$ cat src/rtl/rrts_pkg.sv
package rrts_pkg;

    localparam int MAX_JOBS   = 16;
    localparam int BURST_BITS = 16;

    localparam int SLOT_W  = (MAX_JOBS > 1) ? $clog2(MAX_JOBS) : 1;
    localparam int CNT_W   = $clog2(MAX_JOBS + 1);
    localparam int TIME_W  = 20;
    localparam int SUM_W   = 24;
    localparam int QUANT_W = 16;
    localparam int JOB_W   = 4;
    localparam int IN_W    = 16;
    localparam int LEFT_W  = 16;
    localparam int ALU_W   = (BURST_BITS > SUM_W) ? BURST_BITS : SUM_W;

    localparam int OP_W     = 2;
    localparam int S_DATA_W = 16;
    localparam int M_DATA_W = 152;

    // result word layout, lowest bit first
    localparam int M_JOB_LO   = 0;
    localparam int M_START_LO = M_JOB_LO + JOB_W;
    localparam int M_END_LO   = M_START_LO + TIME_W;
    localparam int M_LEFT_LO  = M_END_LO + TIME_W;
    localparam int M_FIN_BIT  = M_LEFT_LO + LEFT_W;
    localparam int M_WAIT_LO  = M_FIN_BIT + 1;
    localparam int M_TURN_LO  = M_WAIT_LO + TIME_W;
    localparam int M_TWAIT_LO = M_TURN_LO + TIME_W;
    localparam int M_TTURN_LO = M_TWAIT_LO + SUM_W;
    localparam int M_USED_W   = M_TTURN_LO + SUM_W;

    localparam logic [OP_W-1:0] OP_LOAD  = 2'd0;
    localparam logic [OP_W-1:0] OP_STEP  = 2'd1;
    localparam logic [OP_W-1:0] OP_CLEAR = 2'd2;

    localparam logic [QUANT_W-1:0] QUANT_RESET = 16'd4;

    typedef enum logic [3:0] {
        ST_IDLE,
        ST_SEARCH,
        ST_REM,
        ST_CMP,
        ST_FIN,
        ST_WAIT,
        ST_WSUM,
        ST_TSUM,
        ST_SRV,
        ST_OUT
    } state_t;

    typedef struct packed {
        logic load;
        logic clear;
        logic served_we;
        logic retire;
    } jobs_ctrl_t;

endpackage

$ cat src/rtl/rrts_alu.sv
module rrts_alu (
    input  logic [rrts_pkg::ALU_W-1:0] op_a,
    input  logic [rrts_pkg::ALU_W-1:0] op_b,
    input  logic                       sub,
    output logic [rrts_pkg::ALU_W-1:0] res,
    output logic                       carry
);
    import rrts_pkg::*;

    logic [ALU_W:0] sum;

    // subtract as a plus not b plus one; carry high means no borrow
    assign sum   = {1'b0, op_a} + {1'b0, op_b ^ {ALU_W{sub}}} + (ALU_W + 1)'(sub);
    assign res   = sum[ALU_W-1:0];
    assign carry = sum[ALU_W];

endmodule

$ cat src/rtl/rrts_jobs.sv
module rrts_jobs (
    input  logic                            aclk,
    input  logic                            aresetn,
    input  rrts_pkg::jobs_ctrl_t            ctrl,
    input  logic [rrts_pkg::SLOT_W-1:0]     wr_slot,
    input  logic [rrts_pkg::BURST_BITS-1:0] load_burst,
    input  logic [rrts_pkg::BURST_BITS-1:0] served_data,
    input  logic [rrts_pkg::SLOT_W-1:0]     rd_slot,
    output logic [rrts_pkg::BURST_BITS-1:0] rd_burst,
    output logic [rrts_pkg::BURST_BITS-1:0] rd_served,
    output logic                            rd_active
);
    import rrts_pkg::*;

    logic [BURST_BITS-1:0] burst_reg  [MAX_JOBS];
    logic [BURST_BITS-1:0] served_reg [MAX_JOBS];
    logic [MAX_JOBS-1:0]   active_reg;

    always_ff @(posedge aclk) begin
        if (!aresetn) begin
            active_reg <= '0;
        end else if (ctrl.clear) begin
            active_reg <= '0;
        end else begin
            if (ctrl.load) begin
                active_reg[wr_slot] <= 1'b1;
            end
            if (ctrl.retire) begin
                active_reg[rd_slot] <= 1'b0;
            end
        end
    end

    always_ff @(posedge aclk) begin
        if (ctrl.load) begin
            burst_reg[wr_slot]  <= load_burst;
            served_reg[wr_slot] <= '0;
        end else if (ctrl.served_we) begin
            served_reg[rd_slot] <= served_data;
        end
    end

    assign rd_burst  = burst_reg[rd_slot];
    assign rd_served = served_reg[rd_slot];
    assign rd_active = active_reg[rd_slot];

endmodule

$ cat src/rtl/round_robin_time_slice_scheduler.sv
// Round-robin time-slice scheduler over a small job table.
//
// Input channel s_*: s_tuser carries the operation (load, step, clear) and
// s_tdata the burst length for a load. Loads append a job (ignored when the
// table is full), clear empties the table and zeroes time and totals; neither
// produces a result. A step hands one slice to the next unfinished job after
// the last one served and produces exactly one result on m_*, with
// m_tuser high when no unfinished job remains.
// Loads and clears complete in the idle state. A step searches past inactive
// slots (at most the job count), then runs remainder, compare, finish, wait,
// wait sum and turnaround sum for a slice that completes its job, or remainder,
// compare, finish and served for one that does not, all on the one shared adder.
// The block takes one transaction at a time; s_tready stays low from a step
// until its result has been taken, so a stalled m_tready simply holds the
// result and the input side. cfg_wr_en writes the quantum (zero acts as one)
// and should only be used while idle. Reset empties the table, zeroes time
// and totals and sets the quantum to 4.
module round_robin_time_slice_scheduler (
    input  logic                          aclk,
    input  logic                          aresetn,
    input  logic                          cfg_wr_en,
    input  logic [rrts_pkg::QUANT_W-1:0]  cfg_wr_data,  // time_quantum
    input  logic                          s_tvalid,
    output logic                          s_tready,
    input  logic [rrts_pkg::S_DATA_W-1:0] s_tdata,      // burst_length
    input  logic [rrts_pkg::OP_W-1:0]     s_tuser,      // op
    output logic                          m_tvalid,
    input  logic                          m_tready,
    // job_index, slice_start, slice_end, time_left, job_finished, wait_time,
    // turnaround_time, total_wait, total_turnaround, zero pad
    output logic [rrts_pkg::M_DATA_W-1:0] m_tdata,
    output logic                          m_tuser       // all_done
);
    import rrts_pkg::*;

    state_t state_reg, state_next;

    logic [QUANT_W-1:0] quantum_reg;
    logic [CNT_W-1:0]   job_count_reg;
    logic [SLOT_W-1:0]  next_slot_reg;
    logic [TIME_W-1:0]  time_reg;
    logic [SUM_W-1:0]   wsum_reg;
    logic [SUM_W-1:0]   tsum_reg;

    logic [SLOT_W-1:0]     ptr_reg;
    logic [CNT_W-1:0]      k_reg;
    logic [BURST_BITS-1:0] rem_reg;
    logic [BURST_BITS-1:0] left_reg;
    logic [ALU_W-1:0]      slice_reg;
    logic                  fin_reg;
    logic                  done_reg;
    logic [TIME_W-1:0]     start_reg;
    logic [TIME_W-1:0]     finish_reg;
    logic [TIME_W-1:0]     wait_reg;

    logic                  accept;
    logic [QUANT_W-1:0]    q_eff;
    logic [SLOT_W-1:0]     start_slot;
    logic [SLOT_W-1:0]     ptr_wrap;
    logic                  last_slot;
    logic                  longer;

    jobs_ctrl_t            jctrl;
    logic [BURST_BITS-1:0] served_data;
    logic [BURST_BITS-1:0] rd_burst;
    logic [BURST_BITS-1:0] rd_served;
    logic                  rd_active;

    logic [ALU_W-1:0]      alu_a;
    logic [ALU_W-1:0]      alu_b;
    logic                  alu_sub;
    logic [ALU_W-1:0]      alu_res;
    logic                  alu_carry;

    logic [M_USED_W-1:0]   result;

    assign accept     = s_tvalid && s_tready;
    assign q_eff      = (quantum_reg == '0) ? QUANT_W'(1) : quantum_reg;
    assign start_slot = (CNT_W'(next_slot_reg) < job_count_reg) ? next_slot_reg : '0;
    assign last_slot  = (CNT_W'(ptr_reg) + CNT_W'(1)) >= job_count_reg;
    assign ptr_wrap   = last_slot ? '0 : ptr_reg + SLOT_W'(1);
    // remaining time exceeds the quantum: no borrow and a non-zero difference
    assign longer     = alu_carry && (alu_res != '0);

    rrts_jobs u_jobs (
        .aclk        (aclk),
        .aresetn     (aresetn),
        .ctrl        (jctrl),
        .wr_slot     (job_count_reg[SLOT_W-1:0]),
        .load_burst  (BURST_BITS'(s_tdata)),
        .served_data (served_data),
        .rd_slot     (ptr_reg),
        .rd_burst    (rd_burst),
        .rd_served   (rd_served),
        .rd_active   (rd_active)
    );

    rrts_alu u_alu (
        .op_a  (alu_a),
        .op_b  (alu_b),
        .sub   (alu_sub),
        .res   (alu_res),
        .carry (alu_carry)
    );

    always_ff @(posedge aclk) begin
        if (!aresetn) begin
            state_reg <= ST_IDLE;
        end else begin
            state_reg <= state_next;
        end
    end

    always_comb begin
        state_next  = state_reg;
        s_tready    = 1'b0;
        m_tvalid    = 1'b0;
        jctrl       = '0;
        served_data = rd_burst;
        alu_a       = '0;
        alu_b       = '0;
        alu_sub     = 1'b0;
        unique case (state_reg)
            ST_IDLE: begin
                s_tready = 1'b1;
                if (accept) begin
                    unique case (s_tuser)
                        OP_LOAD:  jctrl.load = (job_count_reg < CNT_W'(MAX_JOBS));
                        OP_STEP:  state_next = ST_SEARCH;
                        OP_CLEAR: jctrl.clear = 1'b1;
                        default:  ;
                    endcase
                end
            end
            ST_SEARCH: begin
                if (k_reg == job_count_reg) begin
                    state_next = ST_OUT;
                end else if (rd_active) begin
                    state_next = ST_REM;
                end
            end
            ST_REM: begin
                alu_a      = ALU_W'(rd_burst);
                alu_b      = ALU_W'(rd_served);
                alu_sub    = 1'b1;
                state_next = ST_CMP;
            end
            ST_CMP: begin
                alu_a      = ALU_W'(rem_reg);
                alu_b      = ALU_W'(q_eff);
                alu_sub    = 1'b1;
                state_next = ST_FIN;
            end
            ST_FIN: begin
                alu_a      = ALU_W'(time_reg);
                alu_b      = slice_reg;
                state_next = fin_reg ? ST_WAIT : ST_SRV;
            end
            ST_WAIT: begin
                alu_a      = ALU_W'(finish_reg);
                alu_b      = ALU_W'(rd_burst);
                alu_sub    = 1'b1;
                state_next = ST_WSUM;
            end
            ST_WSUM: begin
                alu_a      = ALU_W'(wsum_reg);
                alu_b      = ALU_W'(wait_reg);
                state_next = ST_TSUM;
            end
            ST_TSUM: begin
                alu_a           = ALU_W'(tsum_reg);
                alu_b           = ALU_W'(finish_reg);
                jctrl.served_we = 1'b1;
                jctrl.retire    = 1'b1;
                served_data     = rd_burst;
                state_next      = ST_OUT;
            end
            ST_SRV: begin
                alu_a           = ALU_W'(rd_served);
                alu_b           = ALU_W'(q_eff);
                jctrl.served_we = 1'b1;
                served_data     = alu_res[BURST_BITS-1:0];
                state_next      = ST_OUT;
            end
            ST_OUT: begin
                m_tvalid = 1'b1;
                if (m_tready) begin
                    state_next = ST_IDLE;
                end
            end
            default: state_next = ST_IDLE;
        endcase
    end

    // scheduler state that reset puts back, and clear too apart from the quantum
    always_ff @(posedge aclk) begin
        if (!aresetn) begin
            quantum_reg   <= QUANT_RESET;
            job_count_reg <= '0;
            next_slot_reg <= '0;
            time_reg      <= '0;
            wsum_reg      <= '0;
            tsum_reg      <= '0;
        end else begin
            if (cfg_wr_en) begin
                quantum_reg <= cfg_wr_data;
            end
            if (jctrl.clear) begin
                job_count_reg <= '0;
                next_slot_reg <= '0;
                time_reg      <= '0;
                wsum_reg      <= '0;
                tsum_reg      <= '0;
            end else if (jctrl.load) begin
                job_count_reg <= job_count_reg + CNT_W'(1);
            end
            if (state_reg == ST_FIN) begin
                time_reg      <= alu_res[TIME_W-1:0];
                next_slot_reg <= ptr_wrap;
            end
            if (state_reg == ST_WSUM) begin
                wsum_reg <= alu_res[SUM_W-1:0];
            end
            if (state_reg == ST_TSUM) begin
                tsum_reg <= alu_res[SUM_W-1:0];
            end
        end
    end

    // per-transaction working registers
    always_ff @(posedge aclk) begin
        case (state_reg)
            ST_IDLE: begin
                ptr_reg  <= start_slot;
                k_reg    <= '0;
                done_reg <= 1'b0;
                fin_reg  <= 1'b0;
            end
            ST_SEARCH: begin
                if (k_reg == job_count_reg) begin
                    done_reg <= 1'b1;
                end else if (!rd_active) begin
                    ptr_reg <= ptr_wrap;
                    k_reg   <= k_reg + CNT_W'(1);
                end
            end
            ST_REM: rem_reg <= alu_res[BURST_BITS-1:0];
            ST_CMP: begin
                fin_reg   <= !longer;
                slice_reg <= longer ? ALU_W'(q_eff) : ALU_W'(rem_reg);
                left_reg  <= longer ? alu_res[BURST_BITS-1:0] : '0;
            end
            ST_FIN: begin
                start_reg  <= time_reg;
                finish_reg <= alu_res[TIME_W-1:0];
            end
            // a finish earlier than the burst gives no wait
            ST_WAIT: wait_reg <= alu_carry ? alu_res[TIME_W-1:0] : '0;
            default: ;
        endcase
    end

    assign result = {tsum_reg,
                     wsum_reg,
                     fin_reg ? finish_reg : TIME_W'(0),
                     fin_reg ? wait_reg : TIME_W'(0),
                     fin_reg,
                     LEFT_W'(left_reg),
                     finish_reg,
                     start_reg,
                     JOB_W'(ptr_reg)};

    assign m_tdata = done_reg ? '0 : M_DATA_W'(result);
    assign m_tuser = done_reg;

endmodule

$ cat config.mk
export PLATFORM = sky130hd
export DESIGN_NAME = round_robin_time_slice_scheduler
export DESIGN_NICKNAME = d
export VERILOG_FILES = /design/src/rtl/rrts_pkg.sv /design/src/rtl/rrts_alu.sv /design/src/rtl/rrts_jobs.sv /design/src/rtl/round_robin_time_slice_scheduler.sv
export SDC_FILE = /design/constraint.sdc
export NUM_CORES = 1
export LEC_CHECK = 0
export ABC_AREA = 1
export BUFFER_PORTS_ARGS = -buffer_cell sky130_fd_sc_hd__buf_2
export CAP_MARGIN = 10
export CORE_ASPECT_RATIO = 0.75
export CORE_UTILIZATION = 30
export DETAILED_ROUTE_END_ITERATION = 12
export GPL_ROUTABILITY_DRIVEN = 0
export HOLD_SLACK_MARGIN = 0.15
export MAX_ROUTING_LAYER = met4
export PLACE_DENSITY = 0.44
export SYNTH_ARGS = -nofsm -noshare
export SYNTH_HDL_FRONTEND = slang
export SYNTH_SLANG_ARGS = --single-unit
$ cat constraint.sdc
create_clock -name aclk -period 6.42 [get_ports aclk]
set_clock_uncertainty 0.05 [all_clocks]
set_input_delay 0.963 -clock aclk [delete_from_list [all_inputs] [get_ports aclk]]
set_output_delay 0.963 -clock aclk [all_outputs]
set_load 0.02 [all_outputs]
==> results.md <==
- The die is just under 400 um wide.
- The number of placed cells counting well taps is ~4800.
- Dividing the detail-routed via count by the number of cells gives between 5 and 6.
- The summed instance area of the synthesized netlist is around 0.033 mm2.
- The finished layout holds ~4900 standard cells, fillers aside.
- The clock drives 748 sinks.
- The starting density of the core is ~30%.
- The number of antenna violations at the first check in global routing is 2.
- The flow ran to the end, and the final reports show no timing, DRC or antenna violations.
- OpenSTA, run right after detailed placement, puts the worst setup slack at 784 ps.
- The insertion delay to the later sink of the worst-skew pair is ~680 ps.
- The die is 290 um tall.
- The maximum achievable frequency is 174 MHz.
- Setup violations remaining at the end of the flow were counted as 0.
- The share of the synthesized netlist area taken by xor and xnor gates is 0.709%.
- The count of buffers from port buffering is 190.
- The die outline area is 0.112 mm2.
- Clock tree synthesis inserted a total of between 80 and 90 buffers.
- Of the synthesized area, sequential elements account for 64.2%.
- TritonCTS built the clock tree.
- The number of pins exceeding their max-slew limit in the final report is 0.
- The critical-path cell with the highest stage delay is sky130_fd_sc_hd__a2111oi_0.
- For this run, asynchronously set or reset flops after synthesis account for 0%.
- For this design the ratio of total power to cell area is 367 mW/mm2.
- The synthesized netlist devotes 13.4% of its cell area to compound gates.
- By area, the combinational part of the netlist is dominated by simple AND/OR/NAND/NOR gates.
- Once the clock tree was built, the resizer swapped 0 gates to a different size.
- The data arrival time of the worst path is 6250 ps.
- In this run the post-CTS setup repair buffer count came out at 0.
- Yosys printed 0 warnings.
- The startpoint type of the worst setup path is a register.
- The worst register-to-register path ends at slice_reg[11]$_DFFE_PP_.
- After the first detailed-routing iteration, the DRC count stood at 2615.
- After Yosys synthesis, and, or, nand and nor cells account for 14.5% of the synthesized area.
- After clock tree synthesis, the clock-pin slew on the worst setup and hold paths is 60 ps.
- The average routed wire per standard cell is 23.8 um.
- The most frequent cell on the critical path is sky130_fd_sc_hd__nand2_1.
- The largest single stage delay on the critical path is 560 ps.
- The maximum resistive drop on vdd is 269 uV.
- The type of element capturing the critical path is a register.
- The share of synthesized cell area in full adder, half adder and majority cells is 1.57%.
- The type of the tightest min-delay check is reg2reg.
- The floorplan has 105 rows.
- Relative to the synthesized area, the layout overhead comes to 17.3%.
- For the pin with the worst max-slew slack, the measured transition is between 1000 and 1500 ps.
- In this run, synthesis inferred roughly 630 flip-flops with an integrated enable.
- The synthesized design spends more area on one cell type than any other, namely sky130_fd_sc_hd__edfxtp_1.
- The internal reg-to-reg setup slack is 660 ps.
- The proportion of netlist area held by the largest area contributor is 57.1%.
- In this run the static leakage power is 14.4 nW.
- At the worst endpoint, the required time is 6920 ps.
- The most used flip-flop cell after synthesis is sky130_fd_sc_hd__edfxtp_1.
- In the final layout, the share of cells above drive strength 1 is 13.4%.
- The number of hold violations in the final report is 0.
- For this run, the total global-route usage over all layers was measured as around a fifth.
- For this design the top-level I/O count stands at roughly 190.
- The aggregate negative setup slack is 0 ps.
- The region available for standard cell placement spans roughly 0.11 mm2.
- The post-route clock period utilization is 89.7%.
- The count of distinct cell types in the synthesized netlist is 48.
- The number of max-cap violations is 0.
- The number of synthesized register bits is around 750.
- The via count of the first global-routing pass is between 20000 and 25000.
- The wire length of the first global-routing pass is 169000 um.
- Detailed placement ended at an HPWL of 73800 um.
- Once placement finished, the instance area stood at 0.0361 mm2.
- The cell count after synthesis came out at 3242.
- The minimum clock period is 5760 ps.
- With fillers left out, the area of the finished cells amounts to 0.0389 mm2.
- CTS placed an instance of sky130_fd_sc_hd__clkbuf_16 at the clock tree root.
- After layout, the worst setup slack is 663 ps.
- The remaining global-route overflow is 0.
- The count of nets left with antenna violations after detail routing is 0.
- In the routed design, unresolved DRC markers number 0.
- The total number of vias is 25100.
- The worst-case headroom to the max-slew limit is 18.3%.
- The number of cells on the worst reg-to-reg path is 25.
- Setup repair after global routing left no endpoint under its margin.
- Wires add up to 117000 um.
- Yosys attributes the largest share of cell area to sky130_fd_sc_hd__edfxtp_1 (57%), sky130_fd_sc_hd__dfxtp_1 (7.1%), sky130_fd_sc_hd__nor2_1 (6.3%).
- The worst-path maximum fanout is 70.
- The quantity of hold-fixing buffers added after cts is 0.
- The number of antenna diodes in the final layout is 0.
- A synthesized cell averages a little over 10 um2.
- The largest net degree at the start of global routing is 129.
- The endpoint of the worst setup timing path is slice_reg[11]$_DFFE_PP_.
- For this run, the post-layout net count is 3492.
- The maximum buffer depth of the clock tree is 3.
- The path type of the worst setup path is reg2reg.
- The mux share of post-synthesis cell area is 0%.
- The H-tree depth is 3.
- The first detailed-routing pass ran for 5 iterations.
## power breakdown
group          internal, W  total, W  switching (W)  leakage, nW
Combinational     0.000930   0.00376        0.00283         6.26
Clock              0.00287   0.00494        0.00208         1.35
Sequential         0.00545   0.00557       0.000122         6.83
Total              0.00925    0.0143        0.00503         14.4
## layout by cell type (no fill, tap or decap), drive strengths merged, types with 21 or more instances in the layout
cell type / instances
ha: 40
o211ai: 32
a221oi: 29
nand2: 481
inv: 302
a21oi: 135
buf: 271
dfxtp: 117
o221ai: 109
nand3: 134
o22ai: 39
clkbuf: 99
o21ai: 339
nor2: 557
xor2: 21
edfxtp: 631
clkinv: 37
## cell usage after synthesis (2+ instances only)
master	count
sky130_fd_sc_hd__o21a_1	6
sky130_fd_sc_hd__dfxtp_1	117
sky130_fd_sc_hd__o22ai_1	39
sky130_fd_sc_hd__nand3b_1	5
sky130_fd_sc_hd__buf_4	3
sky130_fd_sc_hd__o21ai_0	337
sky130_fd_sc_hd__nor3_1	13
sky130_fd_sc_hd__o221ai_1	109
sky130_fd_sc_hd__buf_1	19
sky130_fd_sc_hd__a21o_1	3
sky130_fd_sc_hd__nand2_2	9
sky130_fd_sc_hd__o211ai_1	32
sky130_fd_sc_hd__ha_1	40
sky130_fd_sc_hd__xor2_1	21
sky130_fd_sc_hd__o2111ai_1	7
sky130_fd_sc_hd__a22oi_1	6
sky130_fd_sc_hd__a221oi_1	29
sky130_fd_sc_hd__o21ai_1	2
sky130_fd_sc_hd__edfxtp_1	631
sky130_fd_sc_hd__nand2_1	471
sky130_fd_sc_hd__xnor2_1	4
sky130_fd_sc_hd__inv_2	7
sky130_fd_sc_hd__o21bai_1	3
sky130_fd_sc_hd__a2111oi_0	2
sky130_fd_sc_hd__a21oi_1	134
sky130_fd_sc_hd__buf_2	8
sky130_fd_sc_hd__a211oi_1	3
sky130_fd_sc_hd__nor2_1	556
sky130_fd_sc_hd__a31oi_1	19
sky130_fd_sc_hd__nand3_1	133
sky130_fd_sc_hd__nand4_1	9
sky130_fd_sc_hd__inv_1	293
sky130_fd_sc_hd__clkbuf_1	155
sky130_fd_sc_hd__nor4_1	3
## metal layers
metal  wire length (um)  share of wire [%]  vias to the layer above  track usage (%)
li1                   -                  -                    11700                -
met1              59400                 51                    12400             33.4
met2              47400                 41                      864             27.9
met3               8110                6.9                      143             3.82
met4               2100                1.8                        0             4.00
met5                  0                  0                        -                -
## through the flow
| step | power, W | hold WS (ps) | util (%) |
|---|---|---|---|
| global placement | 0.00943 | 398 | 33.0 |
| floorplan | 0.00783 | 380 | - |
| finish | 0.0143 | 411 | 35.6 |
| CTS | 0.0144 | 412 | 35.5 |
| global route | 0.0149 | 427 | 35.6 |
| detailed placement | 0.00941 | 397 | 33.0 |
## cell type report
cell class,count,area (um2)
timing repair buffer,271,1690
inverter,302,1140
sequential,748,21300
tap,1444,1810
multi-input combinational,2008,10200
clock inverter,51,567
fill,11000,70500
clock buffer,99,2210
## critical path, delay by kind of cell, from the launching register on
kind | cells | cell delay (ps)
AOI/OAI and AO/OA | 9 | 2290
and+or+nand+nor | 11 | 1730
buffers and inverters | 3 | 500
DFF | 1 | 480
adders and majority gates | 1 | 320
xor gates and xnor gates | 1 | 170
## logic make-up (layout without fill, tap and decap cells)
family	after synthesis	count (layout)
other	1	3
adders and majority gates	41	41
buffers and inverters	488	723
AOI/OAI and AO/OA	733	733
and+or+nand+nor	1205	1205
DFF	748	748
xor gates and xnor gates	26	26
## worst min path at each step
| stage | start | endpoint | slack, ps | cells past startpoint |
|---|---|---|---|---|
| global route | tsum_reg[10]$_SDFFE_PN0P_ | tsum_reg[10]$_SDFFE_PN0P_ | 430 | 2 |
| floorplan | time_reg[0]$_SDFFE_PN0P_ | start_reg[0]$_DFFE_PN_ | 380 | 0 |
| CTS | time_reg[18]$_SDFFE_PN0P_ | start_reg[18]$_DFFE_PN_ | 410 | 0 |
| detailed placement | time_reg[18]$_SDFFE_PN0P_ | start_reg[18]$_DFFE_PN_ | 400 | 0 |
| finish | time_reg[18]$_SDFFE_PN0P_ | start_reg[18]$_DFFE_PN_ | 410 | 0 |
| global placement | tsum_reg[10]$_SDFFE_PN0P_ | tsum_reg[10]$_SDFFE_PN0P_ | 400 | 2 |
(Power assumes the default switching activity.)
